--- src/hdl/qco_pkg.sv ---
// ----------------------------------------------------------------------------
// qco_pkg
// Shared constants and types for the quadrilateral corner ordering pipeline.
// ----------------------------------------------------------------------------
package qco_pkg;

  // default coordinate width, pixels
  localparam int unsigned COORD_BITS_DEF = 12;

  // four corners per transaction, addressed by a two-bit input index
  localparam int unsigned NUM_PTS  = 4;
  localparam int unsigned IDX_BITS = $clog2(NUM_PTS);

  typedef logic [IDX_BITS-1:0] idx_t;

endpackage

--- src/hdl/quad_corner_order_unit.sv ---
// ----------------------------------------------------------------------------
// quad_corner_order_unit
// Orders four quadrilateral corners as top-left, top-right, bottom-right,
// bottom-left.
// ----------------------------------------------------------------------------
// The unit takes one transaction of four points per cycle when the output
// side is not stalled. The four register stages are: sort network layers
// one and two; last sort layer plus the top-left / bottom-left pick by y;
// offset squaring of the two right points; distance sum, top-right pick and
// output register. Every stage holds its data under backpressure and takes a
// new transaction as soon as it empties, so throughput is one transaction per
// cycle. Ties in x, y or distance go to the point with the lower input index;
// the unit holds no state between transactions.
module quad_corner_order_unit #(
  parameter int unsigned COORD_BITS = qco_pkg::COORD_BITS_DEF
) (
  input  logic                  clk_i,
  input  logic                  rst_ni,
  input  logic                  in_valid_i,
  output logic                  in_ready_o,
  input  logic [COORD_BITS-1:0] in_x0_i,
  input  logic [COORD_BITS-1:0] in_y0_i,
  input  logic [COORD_BITS-1:0] in_x1_i,
  input  logic [COORD_BITS-1:0] in_y1_i,
  input  logic [COORD_BITS-1:0] in_x2_i,
  input  logic [COORD_BITS-1:0] in_y2_i,
  input  logic [COORD_BITS-1:0] in_x3_i,
  input  logic [COORD_BITS-1:0] in_y3_i,
  output logic                  out_valid_o,
  input  logic                  out_ready_i,
  output logic [COORD_BITS-1:0] top_left_x_o,
  output logic [COORD_BITS-1:0] top_left_y_o,
  output logic [COORD_BITS-1:0] top_right_x_o,
  output logic [COORD_BITS-1:0] top_right_y_o,
  output logic [COORD_BITS-1:0] bottom_right_x_o,
  output logic [COORD_BITS-1:0] bottom_right_y_o,
  output logic [COORD_BITS-1:0] bottom_left_x_o,
  output logic [COORD_BITS-1:0] bottom_left_y_o
);
  import qco_pkg::*;

  logic [NUM_PTS-1:0][COORD_BITS-1:0] in_x, in_y;

  // sort to distance
  logic                         s_valid, s_ready;
  logic [COORD_BITS-1:0]        s_tl_x, s_tl_y, s_bl_x, s_bl_y;
  logic [1:0][COORD_BITS-1:0]   s_rx, s_ry;
  idx_t [1:0]                   s_ridx;

  // distance to select
  logic                         d_valid, d_ready;
  logic [COORD_BITS-1:0]        d_tl_x, d_tl_y, d_bl_x, d_bl_y;
  logic [1:0][COORD_BITS-1:0]   d_rx, d_ry;
  idx_t [1:0]                   d_ridx;
  logic [1:0][2*COORD_BITS-1:0] d_sqx, d_sqy;

  assign in_x = {in_x3_i, in_x2_i, in_x1_i, in_x0_i};
  assign in_y = {in_y3_i, in_y2_i, in_y1_i, in_y0_i};

  qco_sort #(
    .COORD_BITS(COORD_BITS)
  ) u_sort (
    .clk_i   (clk_i),
    .rst_ni  (rst_ni),
    .valid_i (in_valid_i),
    .ready_o (in_ready_o),
    .x_i     (in_x),
    .y_i     (in_y),
    .valid_o (s_valid),
    .ready_i (s_ready),
    .tl_x_o  (s_tl_x),
    .tl_y_o  (s_tl_y),
    .bl_x_o  (s_bl_x),
    .bl_y_o  (s_bl_y),
    .rx_o    (s_rx),
    .ry_o    (s_ry),
    .ridx_o  (s_ridx)
  );

  qco_dist #(
    .COORD_BITS(COORD_BITS)
  ) u_dist (
    .clk_i   (clk_i),
    .rst_ni  (rst_ni),
    .valid_i (s_valid),
    .ready_o (s_ready),
    .tl_x_i  (s_tl_x),
    .tl_y_i  (s_tl_y),
    .bl_x_i  (s_bl_x),
    .bl_y_i  (s_bl_y),
    .rx_i    (s_rx),
    .ry_i    (s_ry),
    .ridx_i  (s_ridx),
    .valid_o (d_valid),
    .ready_i (d_ready),
    .tl_x_o  (d_tl_x),
    .tl_y_o  (d_tl_y),
    .bl_x_o  (d_bl_x),
    .bl_y_o  (d_bl_y),
    .rx_o    (d_rx),
    .ry_o    (d_ry),
    .ridx_o  (d_ridx),
    .sqx_o   (d_sqx),
    .sqy_o   (d_sqy)
  );

  qco_select #(
    .COORD_BITS(COORD_BITS)
  ) u_select (
    .clk_i            (clk_i),
    .rst_ni           (rst_ni),
    .valid_i          (d_valid),
    .ready_o          (d_ready),
    .tl_x_i           (d_tl_x),
    .tl_y_i           (d_tl_y),
    .bl_x_i           (d_bl_x),
    .bl_y_i           (d_bl_y),
    .rx_i             (d_rx),
    .ry_i             (d_ry),
    .ridx_i           (d_ridx),
    .sqx_i            (d_sqx),
    .sqy_i            (d_sqy),
    .valid_o          (out_valid_o),
    .ready_i          (out_ready_i),
    .top_left_x_o     (top_left_x_o),
    .top_left_y_o     (top_left_y_o),
    .top_right_x_o    (top_right_x_o),
    .top_right_y_o    (top_right_y_o),
    .bottom_right_x_o (bottom_right_x_o),
    .bottom_right_y_o (bottom_right_y_o),
    .bottom_left_x_o  (bottom_left_x_o),
    .bottom_left_y_o  (bottom_left_y_o)
  );

endmodule

--- src/hdl/qco_sort.sv ---
// ----------------------------------------------------------------------------
// qco_sort
// Two pipeline stages: the first two layers of a four-input sort network on
// (x, index), then the last layer, pair split and top-left / bottom-left pick.
// ----------------------------------------------------------------------------
module qco_sort #(
  parameter int unsigned COORD_BITS = qco_pkg::COORD_BITS_DEF
) (
  input  logic                                          clk_i,
  input  logic                                          rst_ni,
  input  logic                                          valid_i,
  output logic                                          ready_o,
  input  logic [qco_pkg::NUM_PTS-1:0][COORD_BITS-1:0]   x_i,
  input  logic [qco_pkg::NUM_PTS-1:0][COORD_BITS-1:0]   y_i,
  output logic                                          valid_o,
  input  logic                                          ready_i,
  output logic [COORD_BITS-1:0]                         tl_x_o,
  output logic [COORD_BITS-1:0]                         tl_y_o,
  output logic [COORD_BITS-1:0]                         bl_x_o,
  output logic [COORD_BITS-1:0]                         bl_y_o,
  output logic [1:0][COORD_BITS-1:0]                    rx_o,
  output logic [1:0][COORD_BITS-1:0]                    ry_o,
  output qco_pkg::idx_t [1:0]                           ridx_o
);
  import qco_pkg::*;

  typedef struct packed {
    logic [COORD_BITS-1:0] x;
    logic [COORD_BITS-1:0] y;
    idx_t                  idx;
  } pt_t;

  // a ranks strictly further left than b
  function automatic logic left_of(input pt_t a, input pt_t b);
    return (a.x < b.x) || ((a.x == b.x) && (a.idx < b.idx));
  endfunction

  pt_t              pin   [NUM_PTS];
  pt_t              l1    [NUM_PTS];
  pt_t              l2    [NUM_PTS];
  pt_t              s1_q  [NUM_PTS];
  logic             s1_valid_q;
  logic             s1_ready;
  logic             s1_load;

  pt_t              lmid, rmid, tl_d, bl_d;
  logic             s2_load;
  logic             s2_valid_q;
  pt_t              tl_q, bl_q, r0_q, r1_q;

  // tag points with their input index
  always_comb begin
    for (int k = 0; k < NUM_PTS; k++) begin
      pin[k].x   = x_i[k];
      pin[k].y   = y_i[k];
      pin[k].idx = idx_t'(k);
    end
  end

  // sort layers one and two: pairs (0,1),(2,3) then (0,2),(1,3)
  always_comb begin
    l1[0] = left_of(pin[1], pin[0]) ? pin[1] : pin[0];
    l1[1] = left_of(pin[1], pin[0]) ? pin[0] : pin[1];
    l1[2] = left_of(pin[3], pin[2]) ? pin[3] : pin[2];
    l1[3] = left_of(pin[3], pin[2]) ? pin[2] : pin[3];
    l2[0] = left_of(l1[2], l1[0]) ? l1[2] : l1[0];
    l2[2] = left_of(l1[2], l1[0]) ? l1[0] : l1[2];
    l2[1] = left_of(l1[3], l1[1]) ? l1[3] : l1[1];
    l2[3] = left_of(l1[3], l1[1]) ? l1[1] : l1[3];
  end

  // stage 1 handshake
  assign s1_ready = !s1_valid_q || s2_load || !s2_valid_q || ready_i;
  assign ready_o  = s1_ready;
  assign s1_load  = valid_i && s1_ready;

  always_ff @(posedge clk_i or negedge rst_ni) begin
    if (!rst_ni) begin
      s1_valid_q <= 1'b0;
    end else if (s1_ready) begin
      s1_valid_q <= valid_i;
    end
  end

  always_ff @(posedge clk_i) begin
    if (s1_load) begin
      s1_q <= l2;
    end
  end

  // last sort layer on the middle pair, then top-left by (y, index)
  always_comb begin
    lmid = left_of(s1_q[2], s1_q[1]) ? s1_q[2] : s1_q[1];
    rmid = left_of(s1_q[2], s1_q[1]) ? s1_q[1] : s1_q[2];
    if ((lmid.y < s1_q[0].y) || ((lmid.y == s1_q[0].y) && (lmid.idx < s1_q[0].idx))) begin
      tl_d = lmid;
      bl_d = s1_q[0];
    end else begin
      tl_d = s1_q[0];
      bl_d = lmid;
    end
  end

  // stage 2 handshake
  assign s2_load = s1_valid_q && (!s2_valid_q || ready_i);

  always_ff @(posedge clk_i or negedge rst_ni) begin
    if (!rst_ni) begin
      s2_valid_q <= 1'b0;
    end else if (!s2_valid_q || ready_i) begin
      s2_valid_q <= s1_valid_q;
    end
  end

  always_ff @(posedge clk_i) begin
    if (s2_load) begin
      tl_q <= tl_d;
      bl_q <= bl_d;
      r0_q <= rmid;
      r1_q <= s1_q[3];
    end
  end

  assign valid_o   = s2_valid_q;
  assign tl_x_o    = tl_q.x;
  assign tl_y_o    = tl_q.y;
  assign bl_x_o    = bl_q.x;
  assign bl_y_o    = bl_q.y;
  assign rx_o[0]   = r0_q.x;
  assign ry_o[0]   = r0_q.y;
  assign ridx_o[0] = r0_q.idx;
  assign rx_o[1]   = r1_q.x;
  assign ry_o[1]   = r1_q.y;
  assign ridx_o[1] = r1_q.idx;

endmodule

--- src/hdl/qco_dist.sv ---
// ----------------------------------------------------------------------------
// qco_dist
// One pipeline stage: absolute offsets of both right points from top-left
// and their squares.
// ----------------------------------------------------------------------------
module qco_dist #(
  parameter int unsigned COORD_BITS = qco_pkg::COORD_BITS_DEF
) (
  input  logic                              clk_i,
  input  logic                              rst_ni,
  input  logic                              valid_i,
  output logic                              ready_o,
  input  logic [COORD_BITS-1:0]             tl_x_i,
  input  logic [COORD_BITS-1:0]             tl_y_i,
  input  logic [COORD_BITS-1:0]             bl_x_i,
  input  logic [COORD_BITS-1:0]             bl_y_i,
  input  logic [1:0][COORD_BITS-1:0]        rx_i,
  input  logic [1:0][COORD_BITS-1:0]        ry_i,
  input  qco_pkg::idx_t [1:0]               ridx_i,
  output logic                              valid_o,
  input  logic                              ready_i,
  output logic [COORD_BITS-1:0]             tl_x_o,
  output logic [COORD_BITS-1:0]             tl_y_o,
  output logic [COORD_BITS-1:0]             bl_x_o,
  output logic [COORD_BITS-1:0]             bl_y_o,
  output logic [1:0][COORD_BITS-1:0]        rx_o,
  output logic [1:0][COORD_BITS-1:0]        ry_o,
  output qco_pkg::idx_t [1:0]               ridx_o,
  output logic [1:0][2*COORD_BITS-1:0]      sqx_o,
  output logic [1:0][2*COORD_BITS-1:0]      sqy_o
);
  import qco_pkg::*;

  logic                         valid_q;
  logic                         load;
  logic [1:0][COORD_BITS-1:0]   dx, dy;
  logic [1:0][2*COORD_BITS-1:0] sqx_d, sqy_d;
  logic [1:0][2*COORD_BITS-1:0] sqx_q, sqy_q;
  logic [COORD_BITS-1:0]        tl_x_q, tl_y_q, bl_x_q, bl_y_q;
  logic [1:0][COORD_BITS-1:0]   rx_q, ry_q;
  idx_t [1:0]                   ridx_q;

  // offsets and squares
  always_comb begin
    for (int k = 0; k < 2; k++) begin
      dx[k]    = (rx_i[k] > tl_x_i) ? (rx_i[k] - tl_x_i) : (tl_x_i - rx_i[k]);
      dy[k]    = (ry_i[k] > tl_y_i) ? (ry_i[k] - tl_y_i) : (tl_y_i - ry_i[k]);
      sqx_d[k] = {{COORD_BITS{1'b0}}, dx[k]} * {{COORD_BITS{1'b0}}, dx[k]};
      sqy_d[k] = {{COORD_BITS{1'b0}}, dy[k]} * {{COORD_BITS{1'b0}}, dy[k]};
    end
  end

  assign ready_o = !valid_q || ready_i;
  assign load    = valid_i && ready_o;

  always_ff @(posedge clk_i or negedge rst_ni) begin
    if (!rst_ni) begin
      valid_q <= 1'b0;
    end else if (ready_o) begin
      valid_q <= valid_i;
    end
  end

  always_ff @(posedge clk_i) begin
    if (load) begin
      sqx_q  <= sqx_d;
      sqy_q  <= sqy_d;
      tl_x_q <= tl_x_i;
      tl_y_q <= tl_y_i;
      bl_x_q <= bl_x_i;
      bl_y_q <= bl_y_i;
      rx_q   <= rx_i;
      ry_q   <= ry_i;
      ridx_q <= ridx_i;
    end
  end

  assign valid_o = valid_q;
  assign tl_x_o  = tl_x_q;
  assign tl_y_o  = tl_y_q;
  assign bl_x_o  = bl_x_q;
  assign bl_y_o  = bl_y_q;
  assign rx_o    = rx_q;
  assign ry_o    = ry_q;
  assign ridx_o  = ridx_q;
  assign sqx_o   = sqx_q;
  assign sqy_o   = sqy_q;

endmodule

--- src/hdl/qco_select.sv ---
// ----------------------------------------------------------------------------
// qco_select
// Output stage: sums the squared offsets, picks top-right as the nearer
// right point (lower index on a tie) and holds the ordered corners.
// ----------------------------------------------------------------------------
module qco_select #(
  parameter int unsigned COORD_BITS = qco_pkg::COORD_BITS_DEF
) (
  input  logic                              clk_i,
  input  logic                              rst_ni,
  input  logic                              valid_i,
  output logic                              ready_o,
  input  logic [COORD_BITS-1:0]             tl_x_i,
  input  logic [COORD_BITS-1:0]             tl_y_i,
  input  logic [COORD_BITS-1:0]             bl_x_i,
  input  logic [COORD_BITS-1:0]             bl_y_i,
  input  logic [1:0][COORD_BITS-1:0]        rx_i,
  input  logic [1:0][COORD_BITS-1:0]        ry_i,
  input  qco_pkg::idx_t [1:0]               ridx_i,
  input  logic [1:0][2*COORD_BITS-1:0]      sqx_i,
  input  logic [1:0][2*COORD_BITS-1:0]      sqy_i,
  output logic                              valid_o,
  input  logic                              ready_i,
  output logic [COORD_BITS-1:0]             top_left_x_o,
  output logic [COORD_BITS-1:0]             top_left_y_o,
  output logic [COORD_BITS-1:0]             top_right_x_o,
  output logic [COORD_BITS-1:0]             top_right_y_o,
  output logic [COORD_BITS-1:0]             bottom_right_x_o,
  output logic [COORD_BITS-1:0]             bottom_right_y_o,
  output logic [COORD_BITS-1:0]             bottom_left_x_o,
  output logic [COORD_BITS-1:0]             bottom_left_y_o
);
  import qco_pkg::*;

  logic                         valid_q;
  logic                         load;
  logic [1:0][2*COORD_BITS:0]   dsum;
  logic                         pick1;
  logic [COORD_BITS-1:0]        tl_x_q, tl_y_q, tr_x_q, tr_y_q;
  logic [COORD_BITS-1:0]        br_x_q, br_y_q, bl_x_q, bl_y_q;

  // squared distance to top-left, exact
  always_comb begin
    for (int k = 0; k < 2; k++) begin
      dsum[k] = {1'b0, sqx_i[k]} + {1'b0, sqy_i[k]};
    end
  end

  assign pick1 = (dsum[1] < dsum[0]) || ((dsum[1] == dsum[0]) && (ridx_i[1] < ridx_i[0]));

  assign ready_o = !valid_q || ready_i;
  assign load    = valid_i && ready_o;

  always_ff @(posedge clk_i or negedge rst_ni) begin
    if (!rst_ni) begin
      valid_q <= 1'b0;
    end else if (ready_o) begin
      valid_q <= valid_i;
    end
  end

  // output register
  always_ff @(posedge clk_i) begin
    if (load) begin
      tl_x_q <= tl_x_i;
      tl_y_q <= tl_y_i;
      bl_x_q <= bl_x_i;
      bl_y_q <= bl_y_i;
      tr_x_q <= pick1 ? rx_i[1] : rx_i[0];
      tr_y_q <= pick1 ? ry_i[1] : ry_i[0];
      br_x_q <= pick1 ? rx_i[0] : rx_i[1];
      br_y_q <= pick1 ? ry_i[0] : ry_i[1];
    end
  end

  assign valid_o          = valid_q;
  assign top_left_x_o     = tl_x_q;
  assign top_left_y_o     = tl_y_q;
  assign top_right_x_o    = tr_x_q;
  assign top_right_y_o    = tr_y_q;
  assign bottom_right_x_o = br_x_q;
  assign bottom_right_y_o = br_y_q;
  assign bottom_left_x_o  = bl_x_q;
  assign bottom_left_y_o  = bl_y_q;

endmodule

--- config.mk ---
export PLATFORM = sky130hd
export DESIGN_NAME = quad_corner_order_unit
export DESIGN_NICKNAME = d
export VERILOG_FILES = /design/src/hdl/qco_pkg.sv /design/src/hdl/quad_corner_order_unit.sv /design/src/hdl/qco_sort.sv /design/src/hdl/qco_dist.sv /design/src/hdl/qco_select.sv
export SDC_FILE = /design/constraint.sdc
export NUM_CORES = 2
export LEC_CHECK = 0
export ABC_AREA = 1
export BUFFER_PORTS_ARGS = -buffer_cell sky130_fd_sc_hd__buf_4
export CAP_MARGIN = 5
export CORE_MARGIN = 2
export CORE_UTILIZATION = 45
export CTS_CLUSTER_SIZE = 16
export DETAILED_ROUTE_END_ITERATION = 7
export PLACE_DENSITY = 0.64
export SYNTH_ARGS = -nofsm -noshare
export SYNTH_HDL_FRONTEND = slang
export SYNTH_HIERARCHICAL = 1
export SYNTH_SLANG_ARGS = --single-unit
export TNS_END_PERCENT = 30
--- constraint.sdc ---
create_clock -name clk_i -period 14.55 [get_ports clk_i]
set_input_delay 2.91 -clock clk_i [delete_from_list [all_inputs] [get_ports clk_i]]
set_output_delay 2.91 -clock clk_i [all_outputs]
set_load 0.05 [all_outputs]
==> results.py <==
metrics = {
    "run_status": {
        "status": "completed",
    },
    "placement": {
        "dp_hpwl_um": 94300,
        "globalplace.congestion": 0.925,
        "portBuffers": 197,
        "dp_cells": 6733,
    },
    "global_routing": {
        "overflow": 0,
        "grt_max_degree": 156,
        "antenna_found_initial": 1,
        "grt_pass1_wl_um": 185000,
        "grt_pass1_vias": 34800,
        "grt_use_total_pct": 22.6,
    },
    "cts": {
        "clock-root-buffer": "clkbuf_16",
        "clock_sinks": 496,
        "cts_resized": 0,
        "tritoncts": "done",
        "cts.path.max_buffers": 3,
        "clkTransAtPathRegs_ns": 0.06,
        "clk_latency_ns": 0.65,
        "cts_hold_buf": 0,
        "cts.htree.levels": 2,
        "postCtsSetupRepairBufs": 0,
        "numCtsBuffers": 53,
    },
    "drt": {
        "vias_per_cell": 5.10,
        "wl_um": 116000,
        "maxUsedRoutingLayer": "met4",
        "dr_wl_met2_um": 56400,
        "drcViolationCount": 0,
        "wl_per_cell_um": 17.0,
        "wl_met1_um": 50800,
        "num_vias": 34900,
        "ant_nets": 0,
        "met3_length_um": 6720,
        "drt_iter0_markers": 2460,
        "drt_first_pass_iters": 7,
    },
    "hold_path": {
        "hold_path_class": "flip-flop to flip-flop",
    },
    "setup_path": {
        "worstPathArrival_ns": 8.03,
        "slowest_stage": "edfxtp_1",
        "end_kind": "flip-flop",
        "critical_path.max_stage_delay_ns": 0.69,
        "worst-path-buf-inv": 9,
        "critPathKind": "flip-flop to flip-flop",
        "cp-start-kind": "flip-flop",
        "crit_required_ns": 14.91,
        "crit_family": "adder cells",
        "cp_max_fo": 13,
        "crit_top_cell": "inv_1",
    },
    "yosys": {
        "synthCells": 5356,
        "yosysSeqAreaShare_pct": 32.7,
        "synth-seq-cells": 496,
        "synth-main-ff-cell": "edfxtp_1",
        "synthArstFlopShare_pct": 0.806,
        "synth_cell_types": 48,
        "yosysWarnings": 6,
        "syn-cell-area_um2": 45500,
        "synth_edf_count": 492,
        "syn_avg_cell_area_um2": 8.50,
    },
    "layout": {
        "final_common_cell": "nand2_1",
        "final_cell_mix": "nand2_1, inv_1, edfxtp_1",
        "area_growth_pct": 9.16,
        "nets": 6386,
        "fin_cells": 6829,
        "antenna_cells": 0,
        "drive_above_1_share_pct": 7.32,
    },
    "sta": {
        "worst_pin_slew_ns": 1.23,
        "rsz0062_at_grt": "false",
        "finalCritPeriodShare_pct": 52.7,
        "clock_skew_ns": 0.0398,
        "min_period_ns": 7.67,
        "fmax_ghz": 0.130,
        "setup_violations": 0,
        "slew_headroom_pct": 17.8,
        "final_max_slew_viol_count": 0,
        "hold_violations": 0,
        "tns_ns": 0,
    },
    "floorplanning": {
        "num_rows": 116,
        "dieArea_um2": 104000,
        "die_y_um": 322,
        "dieWidth_um": 322,
        "core_area_um2": 100000,
        "io_pins": 198,
        "initial_core_util_pct": 45.5,
    },
    "flow_run": {
        "cap_violations": 0,
    },
}
[final timing paths]
kind                       slack (ns)  cells after the start                to              from
min                              0.39                      0   u_sort/ry_o[19]    u_sort/s1_q[9]
max                              6.88                     31  u_dist/sqx_o[17]  u_sort/tl_x_o[1]
max in group asynchronous       12.37                      1  u_select/valid_o            rst_ni
min in group asynchronous        2.08                      1    u_sort/valid_o            rst_ni
min reg2reg                      0.39                      0   u_sort/ry_o[19]    u_sort/s1_q[9]
max reg2reg                      6.88                     31  u_dist/sqx_o[17]  u_sort/tl_x_o[1]
[worst reg2reg max path: cells and delay by family (launching register included)]
family          cells  cell delay, ns
xor+xnor            1            0.11
flops               1            0.69
simple gates       10            1.56
compound gates      4            0.80
fa+ha+maj           7            3.32
buf+inv             9            0.93
[cells by family after synthesis]
group                    after synthesis  share of synthesized area [%]
AO/OA/AOI/OAI                        646                           7.59
XOR/XNOR                             175                           3.41
adder cells (fa/ha/maj)              796                           27.4
buffers and inverters               1166                           10.2
flip-flops                           496                           32.7
other                                  1                        0.00823
AND/OR/NAND/NOR                     2076                           18.7
[per-stage QoR]
stage | worst slack, ns | utilization [%] | instance area (µm²) | hold WS, ns
2_1_floorplan | 1.47 | - | 45600 | 0.400
3_3_place_gp | 6.39 | 48.0 | 48100 | 0.402
3_5_place_dp | 6.27 | 48.0 | 48100 | 0.405
4_1_cts | 6.86 | 49.6 | 49700 | 0.394
5_1_grt | 6.20 | 49.6 | 49700 | 0.408
6_report | 6.88 | 49.6 | 49700 | 0.395
[sequential cells by signal, indices dropped and copies added, names as in the netlist, 24 cells and up]
name,count
u_sort/s1_q,104
u_sort/rx_o,24
u_dist/ry_o,24
u_dist/rx_o,24
u_sort/ry_o,24
u_dist/sqy_o,46
u_dist/sqx_o,46
[metal layers]
metal  vias to the layer above  GRT usage [%]
li1                      17300              -
met1                     16600           29.9
met2                       850           39.4
met3                       134           3.20
met4                         0           4.61
met5                         -              0
[cell type report]
| cell class | count | area (µm²) |
|---|---|---|
| clock buffer | 59 | 1350 |
| sequential | 496 | 14900 |
| timing repair buffer | 213 | 1610 |
| fill | 9480 | 50400 |
| multi-input combinational | 3697 | 26100 |
| tap | 1298 | 1620 |
| inverter | 1029 | 3860 |
| clock inverter | 37 | 293 |
[cell usage after synthesis (2+ instances only)]
| cell type | instances | area share [%] |
|---|---|---|
| nand2_1 | 1232 | 10 |
| inv_1 | 1002 | 8.3 |
| edfxtp_1 | 492 | 32 |
| ha_1 | 462 | 13 |
| nor2_1 | 411 | 3.4 |
| fa_1 | 334 | 15 |
| a21oi_1 | 317 | 3.5 |
| nand3_1 | 286 | 3.1 |
| o21ai_0 | 235 | 2.6 |
| xor2_1 | 119 | 2.3 |
| buf_2 | 63 | 0.69 |
| xnor2_1 | 55 | 1.1 |
| nand4_1 | 34 | 0.47 |
| clkbuf_1 | 31 | 0.26 |
| nand2_2 | 30 | 0.41 |
| buf_4 | 28 | 0.46 |
| nor2_2 | 28 | 0.38 |
| inv_2 | 27 | 0.22 |
| nor3_1 | 22 | 0.24 |
| o21bai_1 | 18 | 0.30 |
| o21ai_1 | 15 | 0.16 |
| buf_6 | 12 | 0.30 |
| a21o_1 | 11 | 0.18 |
| o21a_1 | 10 | 0.16 |
| nand3b_1 | 8 | 0.13 |
| and2_1 | 7 | 0.096 |
| a21boi_0 | 6 | 0.099 |
| o21ai_2 | 6 | 0.12 |
| o31ai_1 | 6 | 0.099 |
| a211oi_1 | 5 | 0.082 |
| nor4_1 | 5 | 0.069 |
| o211ai_1 | 5 | 0.082 |
| or2_2 | 5 | 0.069 |
| a31oi_1 | 4 | 0.055 |
| dfrtp_1 | 4 | 0.22 |
| nand2_4 | 3 | 0.074 |
| o2111ai_1 | 3 | 0.058 |
| a21oi_2 | 2 | 0.038 |
| clkbuf_2 | 2 | 0.022 |
| nor3_2 | 2 | 0.044 |
| o21ai_4 | 2 | 0.071 |
Power is not shown: default switching activity piles up to over one toggle a cycle in this logic, so the estimate is an artifact.
